--- src/rtl/arbe_pkg.sv ---
// ----------------------------------------------------------------------------
// arbe_pkg: shared definitions for the averaging report-by-exception channel
// Register indexes, millisecond scaling constants, field widths and the
// result group handed from the averaging unit to the top level.
// ----------------------------------------------------------------------------
package arbe_pkg;

  // Configuration register indexes, in the order of the register map.
  typedef enum logic [1:0] {
    REG_UPDATE_INTERVAL = 2'd0,
    REG_SEND_DELTA      = 2'd1,
    REG_SEND_MAX        = 2'd2,
    REG_SEND_MIN        = 2'd3
  } cfg_reg_t;

  localparam int CFG_IDX_W  = 2;
  localparam int CFG_DATA_W = 16;

  localparam int SAMPLE_W = 16;
  localparam int TIME_W   = 32;

  // Scaling of register units into milliseconds and counts.
  localparam int MS_PER_TEN_S     = 10000;
  localparam int MS_PER_S         = 1000;
  localparam int COUNTS_PER_DELTA = 10;

  // Widths of the pre-scaled thresholds (largest register value times scale).
  localparam int WAIT_MS_W  = 22;  // 255 * 10000
  localparam int MAX_MS_W   = 26;  // 65535 * 1000
  localparam int DELTA_W    = 12;  // 255 * 10

  // Register reset values, already scaled.
  localparam logic [WAIT_MS_W-1:0] UPDATE_MS_RST = WAIT_MS_W'(30 * MS_PER_TEN_S);
  localparam logic [DELTA_W-1:0]   DELTA_RST     = DELTA_W'(10 * COUNTS_PER_DELTA);
  localparam logic [MAX_MS_W-1:0]  MAX_MS_RST    = MAX_MS_W'(600 * MS_PER_S);
  localparam logic [WAIT_MS_W-1:0] MIN_MS_RST    = WAIT_MS_W'(3 * MS_PER_TEN_S);

  // Default module parameters.
  localparam int SAMPLES_PER_AVERAGE_DEF = 3;
  localparam int SAMPLE_WAIT_TENS_DEF    = 1;

  // Result of the averaging unit for the sample taken in this cycle.
  typedef struct packed {
    logic                done;   // this sample completes a set
    logic [SAMPLE_W-1:0] mean;   // truncated mean of the set, valid with done
  } mean_t;

endpackage

--- src/rtl/averaging_report_by_exception.sv ---
// An accepted poll enters the result register once that register is empty or being
// emptied, and is offered from then on, held there while the receiver stalls.
// Throughput: one poll per cycle while unstalled; a poll's decisions are combinational.
// Reset (synchronous, rst_n low): registers return to their defaults (30, 10, 600, 3),
// readings and timestamps clear, the sample wait is twice the sample interval
// and both pipeline stages empty.
// ----------------------------------------------------------------------------
// averaging_report_by_exception: send-on-delta channel with averaged readings
// Each input beat is one poll. The channel decides whether to offer its current
// averaged reading for sending, takes a raw sample when one is due, and folds
// every full set of samples into a new averaged reading.
// ----------------------------------------------------------------------------
module averaging_report_by_exception #(
  parameter int SAMPLES_PER_AVERAGE = arbe_pkg::SAMPLES_PER_AVERAGE_DEF,
  parameter int SAMPLE_WAIT_TENS    = arbe_pkg::SAMPLE_WAIT_TENS_DEF
) (
  input  logic                            clk,
  input  logic                            rst_n,
  // Poll channel.
  input  logic                            in_tvalid,
  output logic                            in_tready,
  input  logic [55:0]                     in_tdata,   // now_ms, adc_sample, link_busy
  // Result channel.
  output logic                            out_tvalid,
  input  logic                            out_tready,
  output logic [39:0]                     out_tdata,  // send_now, sent_value, reading
  // Configuration write port.
  input  logic                            cfg_we,
  input  logic [arbe_pkg::CFG_IDX_W-1:0]  cfg_index,
  input  logic [arbe_pkg::CFG_DATA_W-1:0] cfg_data
);
  import arbe_pkg::*;

  localparam logic [WAIT_MS_W-1:0] WAIT_SHORT_MS = WAIT_MS_W'(SAMPLE_WAIT_TENS * MS_PER_TEN_S);
  localparam logic [WAIT_MS_W-1:0] WAIT_RST_MS   =
    WAIT_MS_W'(2 * SAMPLE_WAIT_TENS * MS_PER_TEN_S);

  // --------------------------------------------------------------------------
  // Configuration. The registers are kept already scaled to milliseconds or
  // counts, so the poll path only compares. A zero register stays zero after
  // scaling, which is what the disable tests look at.
  // --------------------------------------------------------------------------
  logic [WAIT_MS_W-1:0] update_ms_r;
  logic [DELTA_W-1:0]   delta_r;
  logic [MAX_MS_W-1:0]  max_ms_r;
  logic [WAIT_MS_W-1:0] min_ms_r;

  always_ff @(posedge clk) begin
    if (!rst_n) begin
      update_ms_r <= UPDATE_MS_RST;
      delta_r     <= DELTA_RST;
      max_ms_r    <= MAX_MS_RST;
      min_ms_r    <= MIN_MS_RST;
    end else if (cfg_we) begin
      unique case (cfg_reg_t'(cfg_index))
        REG_UPDATE_INTERVAL:
          update_ms_r <= WAIT_MS_W'(32'(cfg_data[7:0]) * 32'(MS_PER_TEN_S));
        REG_SEND_DELTA:
          delta_r     <= DELTA_W'(32'(cfg_data[7:0]) * 32'(COUNTS_PER_DELTA));
        REG_SEND_MAX:
          max_ms_r    <= MAX_MS_W'(32'(cfg_data) * 32'(MS_PER_S));
        REG_SEND_MIN:
          min_ms_r    <= WAIT_MS_W'(32'(cfg_data[7:0]) * 32'(MS_PER_TEN_S));
      endcase
    end
  end

  // --------------------------------------------------------------------------
  // Handshake. The input register takes a new beat whenever it is empty or
  // its poll moves on this cycle; the poll moves on whenever the result
  // register is empty or being emptied, so a waiting result blocks a new
  // beat only while the input register is also full.
  // --------------------------------------------------------------------------
  logic                s1_v_r;
  logic [TIME_W-1:0]   s1_now_r;
  logic [SAMPLE_W-1:0] s1_adc_r;
  logic                s1_busy_r;
  logic                out_v_r;
  logic                out_load;
  logic                s1_fire;
  logic                in_fire;

  assign out_load  = !out_v_r || out_tready;
  assign s1_fire   = s1_v_r && out_load;
  assign in_tready = !s1_v_r || out_load;
  assign in_fire   = in_tvalid && in_tready;

  always_ff @(posedge clk) begin
    if (!rst_n) begin
      s1_v_r <= 1'b0;
    end else if (in_tready) begin
      s1_v_r <= in_tvalid;
    end
  end

  always_ff @(posedge clk) begin
    if (in_fire) begin
      s1_now_r  <= in_tdata[31:0];
      s1_adc_r  <= in_tdata[47:32];
      s1_busy_r <= in_tdata[48];
    end
  end

  // --------------------------------------------------------------------------
  // Channel state.
  // --------------------------------------------------------------------------
  logic [TIME_W-1:0]    last_sample_time_r, last_sample_time_nxt;
  logic [WAIT_MS_W-1:0] wait_ms_r, wait_ms_nxt;
  logic [SAMPLE_W-1:0]  avg_r, avg_nxt;
  logic [SAMPLE_W-1:0]  last_sent_r, last_sent_nxt;
  logic [TIME_W-1:0]    last_send_time_r, last_send_time_nxt;

  logic [TIME_W-1:0]   dt_send;
  logic [TIME_W-1:0]   dt_sample;
  logic [SAMPLE_W-1:0] diff;
  logic                enabled;
  logic                gap_open;
  logic                max_due;
  logic                delta_due;
  logic                send;
  logic                sample_due;
  logic                sample_en;
  mean_t               mean;
  logic                send_now_nxt;
  logic [SAMPLE_W-1:0] sent_value_nxt;

  // Differences wrap modulo 2^32, so a plain subtract of the timestamps is right
  // across a counter wrap.
  assign dt_send   = s1_now_r - last_send_time_r;
  assign dt_sample = s1_now_r - last_sample_time_r;
  assign diff      = (avg_r >= last_sent_r) ? avg_r - last_sent_r : last_sent_r - avg_r;

  assign enabled    = (update_ms_r != '0);
  // Nothing happens at all, sending or sampling, until the minimum gap has passed.
  assign gap_open   = (min_ms_r == '0) || (dt_send > TIME_W'(min_ms_r));
  assign max_due    = (max_ms_r != '0) && (dt_send >= TIME_W'(max_ms_r));
  assign delta_due  = (delta_r != '0) && (SAMPLE_W'(delta_r) <= diff);
  assign send       = enabled && gap_open && (max_due || delta_due);
  assign sample_due = enabled && gap_open && (dt_sample >= TIME_W'(wait_ms_r));
  assign sample_en  = s1_fire && sample_due;

  arbe_mean #(
    .SAMPLES_PER_AVERAGE (SAMPLES_PER_AVERAGE)
  ) u_mean (
    .clk       (clk),
    .rst_n     (rst_n),
    .sample_en (sample_en),
    .sample    (s1_adc_r),
    .result    (mean)
  );

  always_comb begin
    last_sample_time_nxt = last_sample_time_r;
    wait_ms_nxt          = wait_ms_r;
    avg_nxt              = avg_r;
    last_sent_nxt        = last_sent_r;
    last_send_time_nxt   = last_send_time_r;
    send_now_nxt         = 1'b0;
    sent_value_nxt       = '0;

    if (!enabled) begin
      // A disabled channel forgets its reading and what it last sent.
      avg_nxt       = '0;
      last_sent_nxt = '0;
    end else begin
      if (send) begin
        // The offered value is the reading from before this poll's sample.
        // A refused send still restarts the interval, but the last sent value
        // keeps what actually went out.
        send_now_nxt       = 1'b1;
        sent_value_nxt     = avg_r;
        last_send_time_nxt = s1_now_r;
        if (!s1_busy_r) begin
          last_sent_nxt = avg_r;
        end
      end
      if (sample_due) begin
        last_sample_time_nxt = s1_now_r;
        wait_ms_nxt          = WAIT_SHORT_MS;
        if (mean.done) begin
          // A full set: publish its mean and sleep for the update interval.
          avg_nxt     = mean.mean;
          wait_ms_nxt = update_ms_r;
        end
      end
    end
  end

  always_ff @(posedge clk) begin
    if (!rst_n) begin
      last_sample_time_r <= '0;
      wait_ms_r          <= WAIT_RST_MS;
      avg_r              <= '0;
      last_sent_r        <= '0;
      last_send_time_r   <= '0;
    end else if (s1_fire) begin
      last_sample_time_r <= last_sample_time_nxt;
      wait_ms_r          <= wait_ms_nxt;
      avg_r              <= avg_nxt;
      last_sent_r        <= last_sent_nxt;
      last_send_time_r   <= last_send_time_nxt;
    end
  end

  // --------------------------------------------------------------------------
  // Result register.
  // --------------------------------------------------------------------------
  logic                send_now_r;
  logic [SAMPLE_W-1:0] sent_value_r;
  logic [SAMPLE_W-1:0] reading_r;

  always_ff @(posedge clk) begin
    if (!rst_n) begin
      out_v_r <= 1'b0;
    end else if (out_load) begin
      out_v_r <= s1_v_r;
    end
  end

  always_ff @(posedge clk) begin
    if (s1_fire) begin
      send_now_r   <= send_now_nxt;
      sent_value_r <= sent_value_nxt;
      reading_r    <= avg_nxt;
    end
  end

  assign out_tvalid = out_v_r;
  assign out_tdata  = {7'd0, reading_r, sent_value_r, send_now_r};

`ifndef SYNTHESIS
  a_offer_zero: assert property (@(posedge clk) disable iff (!rst_n)
    out_v_r && !send_now_r |-> sent_value_r == '0)
    else $error("value offered without a send");

  a_state_idle: assert property (@(posedge clk) disable iff (!rst_n)
    !s1_fire |=> $stable(avg_r) && $stable(last_send_time_r) && $stable(last_sent_r))
    else $error("channel state moved without a poll");

  a_disabled_clears: assert property (@(posedge clk) disable iff (!rst_n)
    s1_fire && !enabled |=> avg_r == '0 && last_sent_r == '0 && out_v_r && !send_now_r)
    else $error("disabled channel kept a reading or sent");

  a_stall_blocks: assert property (@(posedge clk) disable iff (!rst_n)
    s1_v_r && out_v_r && !out_tready |-> !in_tready)
    else $error("input taken while both stages are full and stalled");
`endif

endmodule

--- src/rtl/arbe_mean.sv ---
// ----------------------------------------------------------------------------
// arbe_mean: running sum and truncated mean over a set of raw samples
// Accumulates samples as they are taken and, on the last sample of a set,
// gives the sum divided by the set size through a reciprocal multiplication.
// ----------------------------------------------------------------------------
module arbe_mean #(
  parameter int SAMPLES_PER_AVERAGE = arbe_pkg::SAMPLES_PER_AVERAGE_DEF
) (
  input  logic                          clk,
  input  logic                          rst_n,
  input  logic                          sample_en,
  input  logic [arbe_pkg::SAMPLE_W-1:0] sample,
  output arbe_pkg::mean_t               result
);
  import arbe_pkg::*;

  localparam int SLOT_W  = (SAMPLES_PER_AVERAGE > 1) ? $clog2(SAMPLES_PER_AVERAGE) : 1;
  localparam int SUM_W   = SAMPLE_W + $clog2(SAMPLES_PER_AVERAGE);
  // Ceiling reciprocal with three guard bits: exact for every sum below 2^SUM_W
  // since the rounding error times the sum stays under 2^SHIFT.
  localparam int SHIFT   = SUM_W + 3;
  localparam int RECIP_W = SHIFT + 1;
  localparam logic [RECIP_W-1:0] RECIP =
    RECIP_W'(((longint'(1) << SHIFT) + SAMPLES_PER_AVERAGE - 1) / SAMPLES_PER_AVERAGE);
  localparam int PROD_W  = SUM_W + RECIP_W;
  localparam logic [SLOT_W-1:0] LAST_SLOT = SLOT_W'(SAMPLES_PER_AVERAGE - 1);

  logic [SLOT_W-1:0] slot_r, slot_nxt;
  logic [SUM_W-1:0]  acc_r;
  logic [SUM_W-1:0]  sum;
  logic [PROD_W-1:0] prod;
  logic              last;

  // The accumulator is only read past the first slot, so it needs no reset.
  assign sum  = ((slot_r == '0) ? '0 : acc_r) + SUM_W'(sample);
  assign last = (slot_r == LAST_SLOT);
  assign prod = PROD_W'(sum) * PROD_W'(RECIP);

  assign result.done = sample_en && last;
  assign result.mean = prod[SHIFT +: SAMPLE_W];

  always_comb begin
    slot_nxt = slot_r;
    if (sample_en) begin
      slot_nxt = last ? '0 : slot_r + SLOT_W'(1);
    end
  end

  always_ff @(posedge clk) begin
    if (!rst_n) begin
      slot_r <= '0;
    end else begin
      slot_r <= slot_nxt;
    end
  end

  always_ff @(posedge clk) begin
    if (sample_en) begin
      acc_r <= sum;
    end
  end

`ifndef SYNTHESIS
  a_slot_range: assert property (@(posedge clk) disable iff (!rst_n)
    slot_r <= LAST_SLOT)
    else $error("sample slot beyond the set size");

  a_slot_wraps: assert property (@(posedge clk) disable iff (!rst_n)
    result.done |=> slot_r == '0)
    else $error("sample slot did not restart after a completed set");

  a_slot_holds: assert property (@(posedge clk) disable iff (!rst_n)
    !sample_en |=> $stable(slot_r))
    else $error("sample slot moved without a sample");
`endif

endmodule

--- config.mk ---
export PLATFORM = sky130hd
export DESIGN_NAME = averaging_report_by_exception
export DESIGN_NICKNAME = d
export VERILOG_FILES = /design/src/rtl/arbe_pkg.sv /design/src/rtl/averaging_report_by_exception.sv /design/src/rtl/arbe_mean.sv
export SDC_FILE = /design/constraint.sdc
export NUM_CORES = 1
export LEC_CHECK = 0
export ABC_CLOCK_PERIOD_IN_PS = 22000
export BUFFER_PORTS_ARGS = -buffer_cell sky130_fd_sc_hd__buf_4
export CAP_MARGIN = 20
export CORE_MARGIN = 10
export CORE_UTILIZATION = 50
export DETAILED_ROUTE_END_ITERATION = 10
export PLACE_DENSITY_LB_ADDON = 0.25
export SYNTH_ARGS = -nofsm -noshare
export SYNTH_HDL_FRONTEND = slang
export SYNTH_SLANG_ARGS = --single-unit
--- constraint.sdc ---
create_clock -name clk -period 22 [get_ports clk]
set_input_delay 3.3 -clock clk [delete_from_list [all_inputs] [get_ports clk]]
set_output_delay 3.3 -clock clk [all_outputs]
set_load 0.05 [all_outputs]
After elaboration in Yosys (flattened, before gate mapping)
Cells that the tools add are included.
Widths: inputs -> output; s select.
{ "classes": {"reduce_logical": 29, "magnitude_cmp": 5, "n_eq_ne": 6, "n_mul": 4, "addsub": 6, "muxes": 11} }
{ "op_table": {"columns": ["cell", "count"], "rows": [
  ["$mux 16", 7],
  ["$sub 32x32->32", 2],
  ["$mul 18x20->37 const B", 1],
  ["$ge 32x22->1", 1],
  ["$ge 32x26->1", 1],
  ["$gt 32x22->1", 1],
  ["$sub 16x16->16", 2],
  ["$reduce_bool 26->1", 1],
  ["$mul 16x7->23 const B", 1],
  ["$logic_not 22->1", 1],
  ["$mux 22", 1],
  ["$reduce_bool 22->1", 1],
  ["$add 18x16->18", 1],
  ["$mul 8x10->18 const B", 1],
  ["$mux 18", 1],
  ["$ge 16x16->1", 1],
  ["$le 12x16->1", 1],
  ["$reduce_bool 12->1", 1],
  ["$mul 8x3->11 const B", 1],
  ["$reduce_and 2->1", 5],
  ["$logic_and 1x1->1", 9],
  ["$reduce_and 3->1", 3],
  ["$eq 2x2->1 const B", 3],
  ["$logic_not 2->1", 2],
  ["8 further kinds", 12]
]} }
{ "word_totals": {"ff_bits": 292, "out_inout_bits": 42, "inputBits": 79, "elab_cells": 80} }

Depth between registers and ports, before layout
Gate-level depths: netlist (run 1).
{ "logic_depth": {"ltp_word": 10, "mapped_depth": 42, "ltp_nobuf": 42} }

Modules after synthesis
Synthesis (run 1) repeated with hierarchy kept, for this count alone.
{ "unflattened": {"hier_cells": 2991, "hier_area_um2": 27079.7} }
{ "modules_own_cells": {"columns": ["module", "area_each_um2", "cells_per_inst", "seq_area_each_um2", "n_inst"], "rows": [
  ["averaging_report_by_exception", 20718.6, 2335, 6185.9, 1],
  ["arbe_mean", 6361.1, 656, 580.6, 1]
]} }

Least setup slack after synthesis (run 1)
OpenSTA, ideal clock, no wires.
{ "synth_path": {"path_type": "register to register", "from": "register u_mean.slot_r[1]", "to": "register reading_r[15], data pin", "t_arrival_ps": 8526, "slack_ps": 13171, "required_time_ps": 21696, "path_stages_with_launch": 40, "n_path_buf": 1, "setup_time_ps": 304, "period_less_slack_ps": 8829, "path_cell_list": "dfxtp_1 > nor2_1 > clkbuf_1 > nor2b_1 > ha_1 > o21ai_0 > a21boi_0 > o21ai_0 > a21boi_0 > o21ai_0 > a21boi_0 > o21ai_0 > a21oi_1 > a211o_1 > a21oi_1 > xor2_1 > ha_1 > inv_1 > [4 not listed] > fa_1 > inv_1 > fa_1 > inv_1 > fa_1 > inv_1 > ha_1 > and3_1 > nand3_1 > o31ai_1 > a21oi_1 > a31oi_1 > a311oi_1 > o31ai_1 > a21oi_1 > xnor2_1 > xnor2_1 > a211oi_1"} }
{ "synth_between": {"elab_chain_cells": 7, "elab_cells_between_ends": 9, "cone_classes": "add/sub: 1; mul: 1; eq/ne: 1; mux: 4; reduce/logical: 2"} }
{ "synth_lines": {"columns": ["element", "line_no", "rtl"], "rows": [
  ["start, declared", "arbe_mean.sv:28", "logic [SLOT_W-1:0] slot_r, slot_nxt;"],
  ["start signal, assigned", "arbe_mean.sv:53", "slot_r <= slot_nxt;"],
  ["$logic_not 2->1", "arbe_mean.sv:35", "assign sum = ((slot_r == '0) ? '0 : acc_r) + SUM_W'(sample);"],
  ["$mux 18", "arbe_mean.sv:35", null],
  ["$add 18x16->18", "arbe_mean.sv:35", null],
  ["net u_mean.sum[16]", "arbe_mean.sv:30", "logic [SUM_W-1:0] sum;"],
  ["$mul 18x20->37", "arbe_mean.sv:37", "assign prod = PROD_W'(sum) * PROD_W'(RECIP);"],
  ["$mux 16", "averaging_report_by_exception.sv:180", "if (mean.done) begin"],
  ["$mux 16", "averaging_report_by_exception.sv:177", "if (sample_due) begin"],
  ["$mux 16", "averaging_report_by_exception.sv:161", "if (!enabled) begin"],
  ["net avg_nxt[15]", "averaging_report_by_exception.sv:109", "logic [SAMPLE_W-1:0] avg_r, avg_nxt;"],
  ["end signal, assigned", "averaging_report_by_exception.sv:224", "reading_r <= avg_nxt;"],
  ["end, declared", "averaging_report_by_exception.sv:210", "logic [SAMPLE_W-1:0] reading_r;"]
]} }
The timed path passes the listed nets, and every way through them passes these cells.
A chain may end at the register's enable or synchronous reset.

Worst setup path after layout (run 1)
Same ends and word-level chain as after synthesis.

==> out/qor.yml, run 1 <==
cp-start-kind: "register"
timing.setup.tns_ns: 0
yosysWarnings: 0
async_flop_share: 0
hold_path_class: "reg -> reg"
r2r-end: "reading_r[15]"
num_vias: 19880
grt_usage: 0.2093
antenna_found_initial: 0
fp.dieW_um: 248.1
rr_worst_depth: 41
antenna_cells: 0
netlist_area_mm2: 0.02602
max_stage_delay_ns: 0.55
worstSetupPathType: "reg -> reg"
ys_types: 85
portBuffers: 106
synth_top_area_share: 0.1919
dpl-instance-area_mm2: 0.02743
netlist_instances: 2782
status: "completed"
synth_edf_count: 100
stdcell_count: 3572
yosysTopAreaCell: "ha_1"
max_freq_ghz: 0.09691
setup_viol: 0
ys.flop_type: "dfxtp_1"
layout_min_cycle_time_ns: 10.32
fin_nets: 3506
core-area_mm2: 0.05141
ctsResizeCount: 0
clk_path_buf_depth: 3
numCtsBuffers: 36
num-fill-cells: 4553
drt-initial-drc-count: 982
reg2reg_slack_ns: 11.68
end_kind: "register"
preCtsSetupSlack_ns: 11.74
grt_start_max_net_pins: 97
route.detailed.drc: 0
fin_crit_sh: 0.4690
firstDrtPassIters: 7
die_h_um: 248.1
setup_ws_ns: 11.68
critPathTopFamily: "compound AO/OA/AOI/OAI gates"
crit_slowest_cell: "nor2_1"
path_buf_inv: 7
yosys-top-cells-count: "inv_1 (410), ha_1 (399), nor2_1 (205), dfxtp_1 (188), a21oi_1 (174)"
clk_pin_slew_worst_paths_ns: 0.06
dp_cells: 3505
wl_um: 64020
clock-sinks: 288
num_io_pins: 121
crit_required_ns: 22.28
hold_viol: 0
cts_tree: "built"
syn_to_final_growth_pct: 10.05
cts_hold_buf: 0
grt_setup_unrepaired: "false"
num_rows: 83
clkLatencyLatePin_ns: 0.57
grt_pass1_wl_um: 104900
yosys-top-cells-area: "ha_1 (19%), dfxtp_1 (14%), fa_1 (13%), edfxtp_1 (12%), inv_1 (5.9%)"
hpwl_um: 50950
wl_per_cell_um: 17.92
via_per_inst: 5.565
cts_root_buffer: "clkbuf_16"
start_util: 0.5062
startpoint: "u_mean.slot_r[1]"
synth_most_common_cell: "inv_1"
maxSlewHeadroom: 0.2632
cts_setup_buffers: 0
crit_top_cell: "inv_1"
final_design_area_no_fill_mm2: 0.02864
arrival_ns: 10.60
finClkSkew_ns: 0.02033
die_area_mm2: 0.06156
postSynthAreaPerCell_um2: 9.353
setup.worst_path.end: "reading_r[15]"
postRouteAntennaNets: 0
ys_ff_latch: 288
cts_htree_levels: 2
finalMaxSlewViolations: 0
critPathMaxFanout: 9
drv_cap: 0
overflow: 0
drive_gt1_frac: 0.07884
grt_pass1_vias: 20470
gp_congestion: 0.9073
crit_cells: 41
reg2reg_from: "u_mean.slot_r[1]"
ys_seq_area_frac: 0.2601
worst_slew_pin_slew_ns: 1.105
worst min-delay path: stages (launching register included):
cell and delay (ns):
dfxtp_1 0.31, nand2_1 0.05, a21oi_1 0.05
registers in the layout (all words and copies together), names as in the netlist, 11 cells and up:
signal	cells
avg_r	16
delta_r	11
last_sample_time_r	32
last_send_time_r	32
last_sent_r	16
max_ms_r	23
min_ms_r	18
reading_r	16
s1_adc_r	16
s1_now_r	32
sent_value_r	16
u_mean.acc_r	18
update_ms_r	18
wait_ms_r	18
routing by layer:
| layer | track usage | up-vias | wire, um |
|---|---|---|---|
| li1 | - | 9749 | - |
| met1 | 0.2718 | 9646 | 28860 |
| met2 | 0.3608 | 401 | 31080 |
| met3 | 0.02860 | 83 | 2843 |
| met4 | 0.05382 | 0 | 1244 |
| met5 | 0 | - | 0 |
kinds of logic (layout without fill, tap and decap cells):
logic type | count (synthesis) | count (layout) | synth area share
other | 1 | 7 | 0.0001441
multiplexers | 110 | 110 | 0.04289
XOR/XNOR | 122 | 122 | 0.04107
AND/OR/NAND/NOR | 651 | 651 | 0.1197
buffers and inverters | 490 | 594 | 0.07376
adder cells (fa/ha/maj) | 563 | 563 | 0.3180
flip-flops | 288 | 288 | 0.2601
AO/OA/AOI/OAI | 557 | 557 | 0.1443
cells in the final DEF, fill, tap and decap left out, drive strengths merged, types with 45 or more instances in the layout:
cell      n
inv     413
o21ai    87
ha      399
nor3     46
fa      164
buf     118
edfxtp  100
nand2   169
dfxtp   188
xnor2    78
a21oi   178
clkbuf   45
mux2i    98
nor2    206
a21o     75
per-stage QoR:
step | hold WS [ns] | utilization
after CTS | 0.4608 | 0.5567
after global routing | 0.4777 | 0.5570
after floorplan | 0.4363 | -
after detailed placement | 0.4532 | 0.5336
final | 0.4608 | 0.5570
after global placement | 0.4474 | 0.5333
how the worst min path moves through the flow:
stage	startpoint	to	slack [ns]	cells after the start
after CTS	min_ms_r[6]	min_ms_r[6]	0.46	2
after floorplan	min_ms_r[6]	min_ms_r[6]	0.44	2
after global placement	min_ms_r[7]	min_ms_r[7]	0.45	2
final	min_ms_r[6]	min_ms_r[6]	0.46	2
after detailed placement	min_ms_r[6]	min_ms_r[6]	0.45	2
after global routing	min_ms_r[6]	min_ms_r[6]	0.48	2
layout make-up:
| type | count | area [um^2] | area share |
|---|---|---|---|
| clock buffer | 45 | 934.6 | 0.03264 |
| sequential | 288 | 6766 | 0.2363 |
| clock inverter | 21 | 252.7 | 0.008826 |
| inverter | 410 | 1541 | 0.05383 |
| timing repair buffer | 118 | 902.1 | 0.03150 |
| tap | 680 | 850.8 | 0.02971 |
| multi-input combinational | 2010 | 17390 | 0.6072 |
Power of run 1 is not shown: default switching activity piles up to over one toggle a cycle in this logic, so the estimate is an artifact.
==> run 2, diff against run 1 <==
--- a/config.mk
+++ b/config.mk
@@ -5,7 +5,7 @@
 export SDC_FILE = /design/constraint.sdc
 export NUM_CORES = 1
 export LEC_CHECK = 0
-export ABC_CLOCK_PERIOD_IN_PS = 22000
+export ABC_CLOCK_PERIOD_IN_PS = 8900
 export BUFFER_PORTS_ARGS = -buffer_cell sky130_fd_sc_hd__buf_4
 export CAP_MARGIN = 20
 export CORE_MARGIN = 10
==> constraint.sdc (replaced) <==
create_clock -name clk -period 8.9 [get_ports clk]
set_input_delay 1.335 -clock clk [delete_from_list [all_inputs] [get_ports clk]]
set_output_delay 1.335 -clock clk [all_outputs]
set_load 0.05 [all_outputs]
==> out/qor.yml, run 2 (synthesized netlist as in run 1, its figures left out) <==
status: "completed"
num_rows: 83  # unchanged
core-area_mm2: 0.05141  # unchanged
grt_pass1_wl_um: 106800  # +1.8%
drive_gt1_frac: 0.1116  # +0.03280
clkLatencyLatePin_ns: 0.57  # about the same
portBuffers: 106  # unchanged
final_common_cell: "inv_1"
start_util: 0.5062  # unchanged
wl_per_cell_um: 18.08  # +0.85%
postRouteAntennaNets: 0  # unchanged
fp.dieW_um: 248.1  # unchanged
clk_pin_slew_worst_paths_ns: 0.06  # about the same
layout_min_cycle_time_ns: 8.600  # -1.719 ns
num_io_pins: 121  # unchanged
finClkSkew_ns: 0.02437  # +0.004035 ns
reg2reg_from: "u_mean.slot_r[1]"
min_from: "min_ms_r[7]"
dpl-instance-area_mm2: 0.02773  # +1.1%
die_h_um: 248.1  # unchanged
clock-sinks: 288  # unchanged
antenna_cells: 0  # unchanged
hpwl_um: 51500  # +1.1%
final_design_area_no_fill_mm2: 0.02930  # +2.3%
max_stage_delay_ns: 0.60  # +0.05 ns
dp_cells: 3546  # +1.2%
route.detailed.drc: 0  # unchanged
worst_hold_slack_ns: 0.4584  # -0.002389 ns
gp_congestion: 0.9163  # +0.99%
rr_worst_depth: 48  # +17%
firstDrtPassIters: 7  # unchanged
multi_input_area_mm2: 0.01757  # +1.1%
cts_htree_levels: 2  # unchanged
max_freq_ghz: 0.1163  # +20%
num-fill-cells: 4507  # -1.0%
maxSlewHeadroom: 0.3967  # +0.1336
numCtsBuffers: 36  # unchanged
worst_slew_pin_slew_ns: 0.9022  # -0.2031 ns
syn_to_final_growth_pct: 12.61
wl_um: 65730  # +2.7%
drt-initial-drc-count: 1039  # +5.8%
overflow: 0  # unchanged
crit_top_cell: "buf_4"
cts_tree: "built"
worstHoldPathCells: 2  # unchanged
crit_required_ns: 9.20  # -13.08 ns
r2r-end: "reading_r[14]"
stdcell_count: 3636  # +1.8%
die_area_mm2: 0.06156  # unchanged
clk_path_buf_depth: 3  # unchanged
timing.setup.tns_ns: 0  # unchanged
cts_root_buffer: "clkbuf_16"
most-common-layout-cells: "inv_1 (407), ha_1 (397), nor2_1 (203)"
num_vias: 20100  # +1.1%
via_per_inst: 5.527  # -0.69%
reg_top3: "last_sample_time_r (32), last_send_time_r (32), s1_now_r (32)"
cp-start-kind: "register"
setup_viol: 0  # unchanged
regArea_mm2: 0.006769  # about the same
fin_crit_sh: 0.9663  # +0.4972
hold_path_class: "reg -> reg"
arrival_ns: 8.90  # -1.70 ns
worstSetupPathType: "reg -> reg"
fin_nets: 3570  # +1.8%
hold_viol: 0  # unchanged
grt_pass1_vias: 20620  # +0.71%
grt_usage: 0.2141  # +0.004884
antenna_found_initial: 0  # unchanged
whs_endpoint: "min_ms_r[7]"
finalMaxSlewViolations: 0  # unchanged
critPathMaxFanout: 4  # -5
crit_slowest_cell: "fa_2"
grt_start_max_net_pins: 72  # -26%
drv_cap: 0  # unchanged
reg2reg_slack_ns: 0.30  # -11.38 ns
end_kind: "register"
-- run 2: changes by cell type in the layout (fill, tap and decap cells not counted), sizes merged --
| cell | delta |
|---|---|
| buf | +64 |
| inv | +1 |
| clkbuf | +5 |
| bufinv | -2 |
| clkinvlp | -2 |
| clkinv | -2 |
-- run 2: worst max-delay path by stage --
| stage | endpoint | cells after the start | startpoint | slack (ns) |
|---|---|---|---|---|
| floorplan | reading_r[15] | 39 | u_mean.slot_r[1] | 0.07 |
| global placement | avg_r[15] | 43 | u_mean.slot_r[1] | -0.17 |
| detailed placement | avg_r[15] | 43 | u_mean.slot_r[1] | -0.41 |
| CTS | avg_r[15] | 44 | u_mean.slot_r[0] | 0.02 |
| global route | avg_r[15] | 44 | u_mean.slot_r[1] | -0.08 |
| finish | reading_r[14] | 48 | u_mean.slot_r[1] | 0.30 |
-- run 2: timing repair --
| item | 4_1_cts | 5_1_grt |
|---|---|---|
| endpoints found under the setup margin | 7 | 24 |
| buffers inserted | 15 | 8 |
| pin swaps | 7 | 22 |
| hold buffers | 0 | 0 |
| gates resized for setup | 14 | 37 |
-- run 2: per-stage QoR --
step                      utilization  setup WS (ns)
after floorplan                     -        0.07059
after global placement         0.5395        -0.1736
after detailed placement       0.5395        -0.4087
after CTS                      0.5656        0.01713
after global routing           0.5700       -0.08003
final                          0.5700         0.3003
-- run 2: final cells by class --
cell class,count,share of cell area
clock buffer,50,0.03502
timing repair buffer,182,0.04706
sequential,288,0.2310
clock inverter,16,0.005551
multi-input combinational,2010,0.5997
tap,680,0.02904
inverter,410,0.05261
-- run 2: worst max-delay path: cells and delay by family (launching register included) --
family / cells / cell delay, ns
AO/OA/AOI/OAI: 10 / 1.53
multiplexers: 1 / 0.13
flip-flops: 1 / 0.33
XOR/XNOR: 1 / 0.14
AND/OR/NAND/NOR: 5 / 0.53
adder cells (fa/ha/maj): 8 / 3.06
buffers and inverters: 23 / 2.61
-- run 2: layer usage --
metal	routed length, um	track usage
met4	1509	0.05543
met5	0	0
met3	2967	0.02849
met2	31300	0.3677
met1	29950	0.2798
Power of run 2 is left out for the same reason.
==> run 3, diff against run 2 <==
--- a/config.mk
+++ b/config.mk
@@ -10,6 +10,7 @@
 export CAP_MARGIN = 20
 export CORE_MARGIN = 10
 export CORE_UTILIZATION = 50
+export CTS_BUF_LIST = sky130_fd_sc_hd__clkbuf_8
 export DETAILED_ROUTE_END_ITERATION = 10
 export PLACE_DENSITY_LB_ADDON = 0.25
 export SYNTH_ARGS = -nofsm -noshare
==> out/qor.yml, run 3 (synthesized netlist as in run 1, its figures left out) <==
setup_viol: 0  # unchanged
most-common-layout-cells: "inv_1 (425), ha_1 (397), nor2_1 (203)"
cts_root_buffer: "clkbuf_8"
wl_met1_um: 30020  # +0.23%
layout_min_cycle_time_ns: 8.607  # +0.007684 ns
num_vias: 20180  # +0.42%
clkLatencyLatePin_ns: 0.68  # +0.11 ns
cts_htree_levels: 2  # unchanged
die_h_um: 248.1  # unchanged
clk_pin_slew_worst_paths_ns: 0.07  # about the same
grt_usage: 0.2141  # about the same
wl_per_cell_um: 17.92  # -0.84%
worstHoldPathCells: 2  # unchanged
reg2reg_slack_ns: 0.29  # about the same
core-area_mm2: 0.05141  # unchanged
status: "completed"
topRoutingLayerUsed: "met4"
rr_worst_depth: 47  # -2.1%
crit_top_cell: "buf_4"
arrival_ns: 9.15  # +0.25 ns
crit_slowest_cell: "fa_2"
finClkSkew_ns: 0.04788  # +0.02351 ns
cts_hold_buf: 0  # unchanged
critPathMaxFanout: 4  # unchanged
preCtsSetupSlack_ns: -0.4087  # unchanged
numCtsBuffers: 53  # +47%
die_area_mm2: 0.06156  # unchanged
fin_crit_sh: 0.9671  # about the same
finalMaxSlewViolations: 0  # unchanged
postRouteAntennaNets: 0  # unchanged
portBuffers: 106  # unchanged
num_io_pins: 121  # unchanged
crit_required_ns: 9.44  # +0.24 ns
clk_path_buf_depth: 3  # unchanged
timing.setup.tns_ns: 0  # unchanged
fp.dieW_um: 248.1  # unchanged
reg_top3: "last_sample_time_r (32), last_send_time_r (32), s1_now_r (32)"
end_kind: "register"
drive_gt1_frac: 0.1171  # +0.005459
hpwl_um: 51500  # unchanged
route.detailed.drc: 0  # unchanged
start_util: 0.5062  # unchanged
clock-sinks: 288  # unchanged
firstDrtPassIters: 5  # -2
drv_cap: 0  # unchanged
hold_path_class: "reg -> reg"
syn_to_final_growth_pct: 12.54  # about the same
setup_ws_ns: 0.2926  # -0.007684 ns
final_common_cell: "inv_1"
cp-start-kind: "register"
worst_slew_pin_slew_ns: 0.8880  # -0.01422 ns
gp_congestion: 0.9163  # unchanged
met2WireLength_um: 31510  # +0.68%
wl_um: 65780  # about the same
hold_viol: 0  # unchanged
drt-initial-drc-count: 920  # -11%
max_stage_delay_ns: 0.59  # about the same
max_freq_ghz: 0.1162  # about the same
fin_nets: 3586  # +0.45%
grt_pass1_wl_um: 107000  # +0.15%
overflow: 0  # unchanged
grt_start_max_net_pins: 72  # unchanged
maxSlewHeadroom: 0.4062  # +0.009509
cts_tree: "built"
grt_pass1_vias: 20800  # +0.87%
wl_met3_um: 2837  # -4.4%
via_per_inst: 5.499  # -0.51%
worstSetupPathType: "reg -> reg"
antenna_found_initial: 0  # unchanged
num_rows: 83  # unchanged
==> run 3: final timing paths <==
| check | startpoint | endpoint |
|---|---|---|
| max | u_mean.slot_r[1] | avg_r[15] |
| min | min_ms_r[7] | min_ms_r[7] |
| max reg2reg | u_mean.slot_r[1] | avg_r[15] |
| min reg2reg | min_ms_r[7] | min_ms_r[7] |
==> run 3: layout make-up <==
cell class	instances	area [um^2]
sequential	288	6769
fill	4527	22120
inverter	410	1541
clock buffer	64	880.8
multi-input combinational	2010	17560
antenna	1	2.502
clock inverter	36	310.3
timing repair buffer	181	1371
tap	680	850.8
==> run 3: worst max-delay path, delay by kind of cell (launching register included) <==
| family | cells | cell delay (ns) |
|---|---|---|
| flops | 1 | 0.33 |
| compound gates | 12 | 1.98 |
| fa+ha+maj | 8 | 3.07 |
| simple gates | 4 | 0.49 |
| xor+xnor | 2 | 0.24 |
| buf+inv | 21 | 2.37 |
==> run 3: through the flow <==
stage,utilization,hold slack [ns],cell area [um^2],cells
after floorplan,-,0.4363,26040,2788
after global placement,0.5395,0.4472,27730,3546
after detailed placement,0.5395,0.4548,27730,3546
after CTS,0.5658,0.4636,29090,3662
after global routing,0.5696,0.4941,29280,3669
final,0.5696,0.4598,29280,3670
==> run 3: per-layer routing <==
layer / vias to the layer above / track usage
met1: 9758 / 0.2786
met3: 91 / 0.02828
li1: 9913 / -
met2: 418 / 0.3678
met5: - / 0
met4: 0 / 0.05792
==> run 3: what timing repair did <==
action / in CTS / in global routing
endpoints found under the setup margin: 11 / 24
gates resized for setup: 14 / 33
setup buffers: 16 / 6
pin swaps: 9 / 21
Power of run 3 is left out for the same reason.
